<file path="config.mk">
export PLATFORM = sky130hd
export DESIGN_NAME = particle_wall_bounce_step_top
export DESIGN_NICKNAME = d
export VERILOG_FILES = /design/src/hdl/pwb_pkg.sv /design/src/hdl/pwb_axis.sv /design/src/hdl/particle_wall_bounce_step_top.sv
export SDC_FILE = /design/constraint.sdc
export NUM_CORES = 1
export LEC_CHECK = 0
export BUFFER_PORTS_ARGS = -buffer_cell sky130_fd_sc_hd__buf_4
export CORE_ASPECT_RATIO = 2
export CORE_MARGIN = 10
export CORE_UTILIZATION = 35
export CTS_BUF_LIST = sky130_fd_sc_hd__clkbuf_16
export CTS_CLUSTER_DIAMETER = 80
export DETAILED_ROUTE_END_ITERATION = 7
export GPL_TIMING_DRIVEN = 1
export PLACE_DENSITY = 0.49
export REMOVE_ABC_BUFFERS = 1
export SYNTH_ARGS = -nofsm -noshare
export SYNTH_HDL_FRONTEND = slang
export SYNTH_HIERARCHICAL = 1
export SYNTH_SLANG_ARGS = --single-unit
</file>
<file path="constraint.sdc">
create_clock -name i_clk -period 29.2 [get_ports i_clk]
set_input_delay 1.46 -clock i_clk [delete_from_list [all_inputs] [get_ports i_clk]]
set_output_delay 1.46 -clock i_clk [all_outputs]
set_load 0.05 [all_outputs]
</file>
<file path="src/hdl/pwb_pkg.sv">
// ============================================================================
// pwb_pkg - shared types and constants for the particle wall bounce step
// Field widths, configuration register codes, wall mode flags and the
// velocity bounce helper used by both axis units.
// ============================================================================
package pwb_pkg;

    // Field widths
    localparam int POS_W   = 20;   // unsigned Q12.8
    localparam int VEL_W   = 16;   // signed Q8.8
    localparam int RAD_W   = 16;   // unsigned Q8.8
    localparam int SPD_W   = 15;   // unsigned Q7.8 top speed
    localparam int WIN_W   = 12;   // whole pixels
    localparam int M10_W   = 12;   // floor(max_speed / 10)
    localparam int M15_W   = 16;   // floor(3 * max_speed / 2)
    localparam int CFG_IDX_W  = 2;
    localparam int CFG_DATA_W = 15;

    // Working widths
    localparam int VW_W  = 18;     // heated velocity, before saturation
    localparam int TST_W = 23;     // wall crossing test sums
    localparam int CLP_W = 22;     // advanced position and clamp bounds

    // Configuration register codes
    localparam logic [CFG_IDX_W-1:0] CFG_MAX_SPEED = 2'd0;
    localparam logic [CFG_IDX_W-1:0] CFG_WIN_W     = 2'd1;
    localparam logic [CFG_IDX_W-1:0] CFG_WIN_H     = 2'd2;

    // Reset values
    localparam logic [SPD_W-1:0] MAX_SPEED_RST = 15'd1280;
    localparam logic [WIN_W-1:0] WIN_W_RST     = 12'd800;
    localparam logic [WIN_W-1:0] WIN_H_RST     = 12'd600;
    localparam logic [M10_W-1:0] M10_RST       = 12'd128;
    localparam logic [M15_W-1:0] M15_RST       = 16'd1920;

    // Reciprocal of ten: (m * 52429) >> 19 is exact for all 16-bit m
    localparam logic [15:0] RECIP10       = 16'd52429;
    localparam int          RECIP10_SHIFT = 19;

    // Which heating rule is live on each wall of one axis
    typedef struct packed {
        logic lo_cold;
        logic lo_hot;
        logic hi_cold;
        logic hi_hot;
    } t_wall_mode;

    // Optional pull toward a target by averaging, then reflect and saturate
    function automatic logic signed [VEL_W-1:0] bounce(
        input logic signed [VEL_W-1:0] v,
        input logic signed [VW_W-1:0]  off,
        input logic                    apply
    );
        logic signed [VW_W-1:0] t;
        logic signed [VW_W-1:0] n;
        t = VW_W'(v);
        if (apply) begin
            t = (t + off) >>> 1;
        end
        n = -t;
        if (n > VW_W'(32767)) begin
            bounce = 16'sh7FFF;
        end else if (n < -VW_W'(32768)) begin
            bounce = 16'sh8000;
        end else begin
            bounce = n[VEL_W-1:0];
        end
    endfunction

endpackage

</file>
<file path="src/hdl/pwb_axis.sv">
// ============================================================================
// pwb_axis - wall tests, bounce and clamped advance for one axis
// Low wall then high wall, the high test seeing the velocity left by the
// low one, then position advance clamped to [r, arena - r].
// ============================================================================
module pwb_axis
    import pwb_pkg::*;
(
    input  logic [POS_W-1:0]        i_pos,
    input  logic signed [VEL_W-1:0] i_vel,
    input  logic [RAD_W-1:0]        i_radius,
    input  logic [POS_W-1:0]        i_arena,
    input  logic [SPD_W-1:0]        i_max_speed,
    input  logic [M10_W-1:0]        i_m10,
    input  logic [M15_W-1:0]        i_hi_hot_target,
    input  t_wall_mode              i_mode,
    output logic [POS_W-1:0]        o_pos,
    output logic signed [VEL_W-1:0] o_vel
);

    logic signed [TST_W-1:0] s_lo;
    logic signed [TST_W-1:0] s_hi;
    logic signed [VW_W-1:0]  lo_off;
    logic signed [VW_W-1:0]  hi_off;
    logic signed [VEL_W-1:0] v_mid;
    logic signed [CLP_W-1:0] p_adv;
    logic signed [CLP_W-1:0] p_hi;
    logic signed [CLP_W-1:0] p_clp;

    // Heating offsets: cold wins over hot
    always_comb begin
        lo_off = i_mode.lo_cold ? -$signed({6'b0, i_m10})
                                : -$signed({3'b0, i_max_speed});
        hi_off = i_mode.hi_cold ? $signed({6'b0, i_m10})
                                : $signed({2'b0, i_hi_hot_target});
    end

    // Low wall
    always_comb begin
        s_lo = $signed({3'b0, i_pos}) - $signed({7'b0, i_radius})
             + $signed({{(TST_W-VEL_W){i_vel[VEL_W-1]}}, i_vel});
        if (s_lo < 0) begin
            v_mid = bounce(i_vel, lo_off, i_mode.lo_cold | i_mode.lo_hot);
        end else begin
            v_mid = i_vel;
        end
    end

    // High wall, on the velocity left by the low wall
    always_comb begin
        s_hi = $signed({3'b0, i_pos}) + $signed({7'b0, i_radius})
             + $signed({{(TST_W-VEL_W){v_mid[VEL_W-1]}}, v_mid});
        if (s_hi > $signed({3'b0, i_arena})) begin
            o_vel = bounce(v_mid, hi_off, i_mode.hi_cold | i_mode.hi_hot);
        end else begin
            o_vel = v_mid;
        end
    end

    // Advance and clamp; the upper bound wins over the radius
    always_comb begin
        p_adv = $signed({2'b0, i_pos})
              + $signed({{(CLP_W-VEL_W){o_vel[VEL_W-1]}}, o_vel});
        p_hi  = $signed({2'b0, i_arena}) - $signed({6'b0, i_radius});
        p_clp = p_adv;
        if (p_clp < $signed({6'b0, i_radius})) begin
            p_clp = $signed({6'b0, i_radius});
        end
        if (p_clp > p_hi) begin
            p_clp = p_hi;
        end
        if (p_clp < 0) begin
            p_clp = '0;
        end
        o_pos = p_clp[POS_W-1:0];
    end

endmodule

</file>
<file path="src/hdl/particle_wall_bounce_step_top.sv">
// ============================================================================
// particle_wall_bounce_step_top - one bounce and advance step per particle
// Input register, two axis units, result register; configuration port for
// top speed and arena size.
//
//   channel  direction  handshake                  payload
//   in       sink       i_in_valid / o_in_stall    pos, vel, radius, keys
//   out      source     o_out_valid / i_out_stall  new pos, new vel
//   cfg      sink       i_cfg_we                   i_cfg_idx, i_cfg_data
//
// One item per cycle sustained while the output does not stall; the input register
// feeds the result register through the wall test, bounce and clamp chain per axis.
// Speed derivatives (top speed / 10 and 1.5x) are registered at the
// configuration write, so they cost nothing per item.
// Reset empties both stages and loads the reset register values.
// A stall on the output holds the result; the input stalls only when the
// input register is full and cannot move on.
// ============================================================================
module particle_wall_bounce_step_top
    import pwb_pkg::*;
(
    input  logic                    i_clk,
    input  logic                    i_rst_n,
    // configuration
    input  logic                    i_cfg_we,
    input  logic [CFG_IDX_W-1:0]    i_cfg_idx,
    input  logic [CFG_DATA_W-1:0]   i_cfg_data,
    // input channel
    input  logic                    i_in_valid,
    output logic                    o_in_stall,
    input  logic [POS_W-1:0]        i_pos_x,
    input  logic [POS_W-1:0]        i_pos_y,
    input  logic signed [VEL_W-1:0] i_vel_x,
    input  logic signed [VEL_W-1:0] i_vel_y,
    input  logic [RAD_W-1:0]        i_radius,
    input  logic                    i_cold_key,
    input  logic                    i_hot_key,
    input  logic                    i_shift_key,
    // output channel
    output logic                    o_out_valid,
    input  logic                    i_out_stall,
    output logic [POS_W-1:0]        o_new_x,
    output logic [POS_W-1:0]        o_new_y,
    output logic signed [VEL_W-1:0] o_new_vx,
    output logic signed [VEL_W-1:0] o_new_vy
);

    // Configuration registers
    logic [SPD_W-1:0] r_max_speed;
    logic [WIN_W-1:0] r_win_w;
    logic [WIN_W-1:0] r_win_h;
    logic [M10_W-1:0] r_m10;
    logic [M15_W-1:0] r_m15;
    logic [SPD_W+16-1:0] cfg_prod;

    // Input stage
    logic                    r_in_vld;
    logic [POS_W-1:0]        r_px;
    logic [POS_W-1:0]        r_py;
    logic signed [VEL_W-1:0] r_vx;
    logic signed [VEL_W-1:0] r_vy;
    logic [RAD_W-1:0]        r_rad;
    logic                    r_cold;
    logic                    r_hot;
    logic                    r_shift;

    // Result stage
    logic                    r_out_vld;
    logic [POS_W-1:0]        r_nx;
    logic [POS_W-1:0]        r_ny;
    logic signed [VEL_W-1:0] r_nvx;
    logic signed [VEL_W-1:0] r_nvy;

    logic                    out_free;
    logic                    in_take;
    t_wall_mode              mode_x;
    t_wall_mode              mode_y;
    logic [POS_W-1:0]        n_nx;
    logic [POS_W-1:0]        n_ny;
    logic signed [VEL_W-1:0] n_nvx;
    logic signed [VEL_W-1:0] n_nvy;

    // Configuration writes; top speed / 10 by reciprocal multiply
    assign cfg_prod = i_cfg_data * RECIP10;

    always_ff @(posedge i_clk) begin
        if (!i_rst_n) begin
            r_max_speed <= MAX_SPEED_RST;
            r_win_w     <= WIN_W_RST;
            r_win_h     <= WIN_H_RST;
            r_m10       <= M10_RST;
            r_m15       <= M15_RST;
        end else if (i_cfg_we) begin
            unique case (i_cfg_idx)
                CFG_MAX_SPEED: begin
                    r_max_speed <= i_cfg_data;
                    r_m10       <= cfg_prod[RECIP10_SHIFT +: M10_W];
                    r_m15       <= {1'b0, i_cfg_data} + {2'b0, i_cfg_data[SPD_W-1:1]};
                end
                CFG_WIN_W: r_win_w <= i_cfg_data[WIN_W-1:0];
                CFG_WIN_H: r_win_h <= i_cfg_data[WIN_W-1:0];
                default: ;
            endcase
        end
    end

    // Stage flow control
    assign out_free   = !r_out_vld || !i_out_stall;
    assign o_in_stall = r_in_vld && !out_free;
    assign in_take    = i_in_valid && !o_in_stall;

    // Input register
    always_ff @(posedge i_clk) begin
        if (!i_rst_n) begin
            r_in_vld <= 1'b0;
        end else if (!o_in_stall) begin
            r_in_vld <= i_in_valid;
        end
    end

    always_ff @(posedge i_clk) begin
        if (in_take) begin
            r_px    <= i_pos_x;
            r_py    <= i_pos_y;
            r_vx    <= i_vel_x;
            r_vy    <= i_vel_y;
            r_rad   <= i_radius;
            r_cold  <= i_cold_key;
            r_hot   <= i_hot_key;
            r_shift <= i_shift_key;
        end
    end

    // Wall rules: shift frees the left wall's cold and the right wall's hot
    // modes, and switches off all heating at top and bottom
    always_comb begin
        mode_x.lo_cold = r_cold;
        mode_x.lo_hot  = r_hot && !r_shift;
        mode_x.hi_cold = r_cold && !r_shift;
        mode_x.hi_hot  = r_hot;
        mode_y.lo_cold = r_cold && !r_shift;
        mode_y.lo_hot  = r_hot && !r_shift;
        mode_y.hi_cold = r_cold && !r_shift;
        mode_y.hi_hot  = r_hot && !r_shift;
    end

    pwb_axis u_axis_x (
        .i_pos           (r_px),
        .i_vel           (r_vx),
        .i_radius        (r_rad),
        .i_arena         ({r_win_w, 8'b0}),
        .i_max_speed     (r_max_speed),
        .i_m10           (r_m10),
        .i_hi_hot_target ({1'b0, r_max_speed}),
        .i_mode          (mode_x),
        .o_pos           (n_nx),
        .o_vel           (n_nvx)
    );

    // Bottom wall heats toward 1.5x top speed
    pwb_axis u_axis_y (
        .i_pos           (r_py),
        .i_vel           (r_vy),
        .i_radius        (r_rad),
        .i_arena         ({r_win_h, 8'b0}),
        .i_max_speed     (r_max_speed),
        .i_m10           (r_m10),
        .i_hi_hot_target (r_m15),
        .i_mode          (mode_y),
        .o_pos           (n_ny),
        .o_vel           (n_nvy)
    );

    // Result register
    always_ff @(posedge i_clk) begin
        if (!i_rst_n) begin
            r_out_vld <= 1'b0;
        end else if (out_free) begin
            r_out_vld <= r_in_vld;
        end
    end

    always_ff @(posedge i_clk) begin
        if (out_free && r_in_vld) begin
            r_nx  <= n_nx;
            r_ny  <= n_ny;
            r_nvx <= n_nvx;
            r_nvy <= n_nvy;
        end
    end

    assign o_out_valid = r_out_vld;
    assign o_new_x     = r_nx;
    assign o_new_y     = r_ny;
    assign o_new_vx    = r_nvx;
    assign o_new_vy    = r_nvy;

`ifndef SYNTH
    // Input stalls only while an item sits in the input register
    a_stall_needs_item : assert property (
        @(posedge i_clk) disable iff (!i_rst_n)
        o_in_stall |-> r_in_vld
    ) else $error("input stall with empty input stage");

    // An item in the input register that moves on reaches the result register
    a_item_moves : assert property (
        @(posedge i_clk) disable iff (!i_rst_n)
        (r_in_vld && out_free) |=> r_out_vld
    ) else $error("item lost between stages");

    // Reset leaves both stages empty
    a_reset_empty : assert property (
        @(posedge i_clk)
        !i_rst_n |=> (!r_in_vld && !r_out_vld)
    ) else $error("stage not emptied by reset");

    // Derived speeds stay consistent with the top speed
    a_speed_derived : assert property (
        @(posedge i_clk) disable iff (!i_rst_n)
        (r_m15 == ({1'b0, r_max_speed} + {2'b0, r_max_speed[SPD_W-1:1]}))
    ) else $error("derived speed out of step with top speed");
`endif

endmodule

</file>
==> impl_results.md, run 1 <==
- Synth Area in XOR/XNOR: 8.160%
- Pin count of the biggest net entering global routing: 67
- CTS tree: yes
- Synthesized instance count: 4002
- Peak Freq: 47.96 MHz
- Final GP Congestion: between 0.9 and 1
- RSZ-0062 raised after global routing: no
- Die X: 239.1 um
- HP Class: reg2reg
- Post-synthesis adder-cell area fraction: 23.79%
- TNS Setup: 0 ps
- Critical Path Max Stage Delay: 800 ps
- Synth Area in Compound Gates: 23.58%
- Hold-fix buffers, CTS: 0
- CTS Buffer Depth: 3
- PwrDens: a little over 100 nW/um2
- Slew @ Worst Pin: just over 1000 ps
- Gr usage total: between 20% and 30%
- Setup Crit Path Kind: reg2reg
- Maxcap violations: 0
- ANT cells: 0
- Seq/Total Area, Yosys: 18.68%
- Starting Density: 35.33%
- Worst slack, placed: 8417 ps
- CP Max Fanout: 34
- Pre-Repair DR Iteration Count: 6
- GR Overflow Total: 0
- Fin cells: around 5400
- Final nets: 4865
- CP top delay family: compound AO/OA/AOI/OAI gates
- Most frequent cells in the layout: ha_1, inv_1, a21oi_1
- Synth Area per Inst: 8.394 um2
- Arr. time, crit path: around 21000 ps
- DRT antenna net count: 0
- Layout cells sized above 1: about a tenth
- Vias in the first global route: 31120
- CTS Buf Count: 26
- CTS clock-pin slew for the worst setup and hold paths: 70 ps
- Floorplan row count: 160
- Final wirelength: 126600 um
- Synth top area cells: ha_1, edfxtp_1, xnor2_1
- Initial antenna violation count: 5
- Async set-reset flop share out of synthesis: 0%
- Share of the synthesized area in the top cell type: between 10% and 20%
- Clock root cell: clkbuf_16
- Status: finished, final reports clean
- Chip height: 458.1 um
- Critical path's most frequent cell: a21oi_1
- Post-synth EDFFs: approximately 160
- Multiplexer area fraction after synthesis: 3.184%
- Mapped Area: 33590 um2
- Detailed placement HPWL: 105700 um
- Inst Count DP: 5346
- Post-synthesis cell type count: 140
- Port Buf Inserts: between 150 and 200
- Tcrit/Tclk final: 71.40%
- Worst Skew: 25.77 ps
- Yosys reg bits: around 230
- H-tree levels: 1
- Worst vdd ir: 0.00007641 V
- DR iter-0 viols: 1689
- Core area: 95090 um2
- CP max-delay cell: mux2i_1
- Final Hold Viols: 0
- Clock latency on the worst-skew pair: 610 ps
- Sum of buffers and inverters on the critical path: 5
- CP required: 29610 ps
- Most common cell after layout, fill and taps aside: ha_1
- Leakage: 16.31 nW
- # Post-CTS Setup Buffers: 0
- Rel. slew slack: approximately a third
- Largest family of logic cells by synthesized area: adder cells
- Worst setup margin: 8351 ps
- Critical path startpoint category: flip-flop
- Yosys Warn Count: 6
- Setup Viol. Count Final: 0
- Die ar.: 109500 um2
- Area grow syn2layout: 10.76%
- Clk sinks: 232
- Avg Vias per Cell: around 5.6
- IO Count: 187
- Crit end category: flip-flop
- Minimum clock period: ~21000 ps
- Routed len/inst: approximately 23 um
- Most used DFF post-synth: edfxtp_1
- Dominant cell type by area after synthesis: ha_1
- DR DRC count: 0
- First-pass GRT wire length: 186900 um
- Post-synthesis simple-gate area fraction: 16.81%
- Via count: around 30000
- Post_cts resized: 0
- Slew Viols, Final: 0
==> synthesized netlist by cell type (68+ instances only) <==
library cell,count
nor2b_1,68
a21o_1,101
inv_1,368
dfxtp_1,69
nor2_1,244
a21oi_1,331
clkbuf_1,90
o21ai_0,205
nand3_1,85
ha_1,521
nor3_1,80
xnor2_1,209
fa_1,72
edfxtp_1,163
xor2_1,104
nand2_1,306
==> report_power, final <==
group	internal, mW	switching (mW)
clock network	0.172	0.152
logic	1.14	1.83
registers	0.462	0.0542
total	1.77	2.04
==> cell families (layout without fill, tap and decap cells) <==
logic type      after synthesis  count (layout)
buf+inv                     497             639
simple gates               1108            1108
fa+ha+maj                   596             596
xor+xnor                    313             313
flops                       232             232
compound gates             1156            1156
other cells                   1              35
mux                          99              99
==> per-stage QoR <==
step	instance area (um2)	utilization [%]	hold slack [ps]	power, mW
final	37210	39.13	453.1	3.814
after global routing	37210	39.13	483.7	4.169
after CTS	37210	39.13	454.0	3.836
after detailed placement	36410	38.29	445.2	3.481
after global placement	36410	38.29	443.9	3.477
after floorplan	33190	-	429.4	2.670
==> final cells by class <==
class                   count  area (um2)
flip-flops and latches    232        6276
multi-input cells        3307       25570
well taps                1215        1520
fillers                  9872       57880
clock buffers              26       650.6
inverters                 375        1409
clock inverters            21       151.4
repair buffers            217        1629
==> worst paths after layout <==
| check | start | to | slack (ps) | cells past startpoint |
|---|---|---|---|---|
| max | r_rad[1]$_DFFE_PP_ | o_new_x[8]$_DFFE_PP_ | 8350 | 84 |
| min | r_m15[3]$_SDFFE_PN0P_ | r_m15[3]$_SDFFE_PN0P_ | 450 | 2 |
| max reg2reg | r_rad[1]$_DFFE_PP_ | o_new_x[8]$_DFFE_PP_ | 8350 | 84 |
| min reg2reg | r_m15[3]$_SDFFE_PN0P_ | r_m15[3]$_SDFFE_PN0P_ | 450 | 2 |
==> sequential cells by signal (all words and copies together) (netlist names) <==
signal / count
o_new_x: 20
o_new_y: 20
r_px: 20
r_py: 20
o_new_vx: 16
o_new_vy: 16
r_m15: 16
r_rad: 16
r_vx: 16
r_vy: 16
r_max_speed: 15
r_m10: 12
r_win_h: 12
r_win_w: 12
o_out_valid: 1
r_cold: 1
r_hot: 1
r_in_vld: 1
r_shift: 1
==> routing by layer <==
metal  global-route usage [%]  up-vias  share of wire, %
met5                        0        -                 0
met4                    13.58        0               6.8
met3                    2.029      261               3.3
met2                    44.02      736                55
met1                    21.97    14400                35
li1                         -    14840                 -
==> worst register-to-register path, delay by kind of cell (launching register included) <==
| family | cells | cell delay [ps] |
|---|---|---|
| and+or+nand+nor | 17 | 2120 |
| AOI/OAI and AO/OA | 46 | 9310 |
| buffers and inverters | 5 | 2320 |
| muxes | 4 | 2380 |
| adders and majority gates | 9 | 3220 |
| DFF | 1 | 680 |
| xor gates and xnor gates | 3 | 610 |
(Power assumes the default switching activity.)
==> inputs of run 2 (changes only) <==
==> constraint.sdc (replaced) <==
create_clock -name i_clk -period 21.4 [get_ports i_clk]
set_input_delay 1.07 -clock i_clk [delete_from_list [all_inputs] [get_ports i_clk]]
set_output_delay 1.07 -clock i_clk [all_outputs]
set_load 0.05 [all_outputs]
==> run 2 against run 1 <==
Sequential share of layout area down 0.062 points. Largest power group unchanged. Worst setup slack lost 6900 ps. Critical path depth down 3.
==> impl_results.md, run 2 (synthesis gave the netlist of run 1 again) <==
- Slew @ Worst Pin: 1140 ps
- Tcrit/Tclk final: 93.40%
- Final Hold Viols: 0
- Total power: roughly 5.3 mW
- CTS Buffer Depth: 3
- Floorplan row count: 160
- CP max-delay cell: nor4b_1
- Fin cells: 5400
- CTS clock-pin slew for the worst setup and hold paths: 60 ps
- Area grow syn2layout: 11.17%
- Status: finished, final reports clean
- Minimum clock period: ~20000 ps
- Most frequent cells in the layout: ha_1, inv_1, a21oi_1
- DR DRC count: 0
- CTS Buf Count: 28
- Core area: 95090 um2
- Worst vdd ir: between 0.0001 and 0.00015 V
- Layout cells sized above 1: 10.51%
- CP required: 21840 ps
- DR iter-0 viols: 1770
- Clk sinks: 232
- Pin count of the biggest net entering global routing: between 60 and 70
- Routed len/inst: 23.62 um
- Sum of buffers and inverters on the critical path: 3
- Die X: 239.1 um
- CTS tree: yes
- RSZ-0062 raised after global routing: no
- First-pass GRT wire length: between 150000 and 200000 um
- IO Count: approximately 190
- ANT cells: 0
- Via count: slightly above 30000
- Arr. time, crit path: 20430 ps
- Clock root cell: clkbuf_16
- Inst Count DP: 5346
- Most common cell after layout, fill and taps aside: ha_1
- Maxcap violations: 0
- FILL cells: between 9000 and 10000
- CP Max Fanout: 40
- Critical path startpoint category: flip-flop
- Peak Freq: 50.03 MHz
- Setup Crit Path Kind: reg2reg
- Die ar.: 109500 um2
- Final GP Congestion: 0.9305
- Starting Density: between 30% and 40%
- GR Overflow Total: 0
- Pre-Repair DR Iteration Count: 8
- Critical path's most frequent cell: a21oi_1
- Hold slack: between 400 and 500 ps
- Detailed placement HPWL: between 100000 and 150000 um
- Hold-fix buffers, CTS: 0
- Rel. slew slack: between 20% and 30%
- Initial antenna violation count: 7
- Gr usage total: 22.45%
- Clock latency on the worst-skew pair: 630 ps
- Setup Viol. Count Final: 0
- HP Class: reg2reg
- TNS Setup: 0 ps
- PwrDens: 140.8 nW/um2
- Port Buf Inserts: between 150 and 200
- Vias in the first global route: 30680
- Final wirelength: 127600 um
- Final nets: 4869
- CP top delay family: compound AO/OA/AOI/OAI gates
- Chip height: about 460 um
- Critical Path Max Stage Delay: approximately 850 ps
- Avg Vias per Cell: 5.636
- Crit end category: flip-flop
- Leakage: ~16 nW
- Slew Viols, Final: 0
- Worst Skew: 39.97 ps
- DRT antenna net count: 0
- H-tree levels: 1
-- run 2: changes by cell type in the layout (fill, tap and decap cells not counted), sizes merged --
cell,before,now
clkinv,17,4
inv,376,391
mux2i,49,50
clkbuf,26,29
a311oi,8,9
-- run 2: worst register-to-register path, delay by kind of cell, from the launching register on --
kind / cells / cell delay, ps
mux: 2 / 970
simple gates: 19 / 5590
compound gates: 46 / 8930
fa+ha+maj: 8 / 2740
buf+inv: 3 / 770
xor+xnor: 3 / 310
flops: 1 / 510
-- run 2: worst paths after layout --
path                          from               endpoint  slack [ps]  cells past startpoint
max          r_m10[2]$_SDFFE_PN0P_   o_new_y[6]$_DFFE_PP_        1410                     81
max reg2reg  r_m10[2]$_SDFFE_PN0P_   o_new_y[6]$_DFFE_PP_        1410                     81
min          r_m15[3]$_SDFFE_PN0P_  r_m15[3]$_SDFFE_PN0P_         450                      2
min reg2reg  r_m15[3]$_SDFFE_PN0P_  r_m15[3]$_SDFFE_PN0P_         450                      2
-- run 2: area by class of cell --
class	instances	area [um2]	share of cell area, %
Tap cell	1215	1520	4.070
Clock inverter	23	163.9	0.4389
Multi-Input combinational cell	3309	25620	68.60
Clock buffer	29	725.7	1.943
Inverter	375	1413	3.782
Sequential cell	232	6276	16.80
Timing Repair Buffer	217	1629	4.362
-- run 2: power by group --
group / internal [mW] / total [mW] / switching (mW)
logic: 1.56 / 4.08 / 2.52
registers: 0.630 / 0.703 / 0.0734
clock network: 0.259 / 0.472 / 0.214
total: 2.45 / 5.26 / 2.81
-- run 2: through the flow --
step | utilization [%] | instance area (um2) | setup WS (ps)
after detailed placement | 38.29 | 36410 | 1495
after global placement | 38.29 | 36410 | 1763
after CTS | 39.22 | 37300 | 1404
after global routing | 39.28 | 37350 | 4.375
after floorplan | - | 33190 | 777.9
final | 39.28 | 37350 | 1412
-- run 2: per-layer routing --
| metal | global-route usage, % | routed length (um) | part of all wire, % |
|---|---|---|---|
| met1 | 22.09 | 44880 | 35 |
| met2 | 43.70 | 68880 | 54 |
| met3 | 2.329 | 4907 | 3.8 |
| met4 | 13.83 | 8887 | 7.0 |
| met5 | 0 | 0 | 0 |
-- run 2: what timing repair did --
| action | 4_1_cts | 5_1_grt |
|---|---|---|
| gates resized for setup | 0 | 4 |
| buffers inserted | 0 | 0 |
| setup endpoints to repair | 0 | 20 |
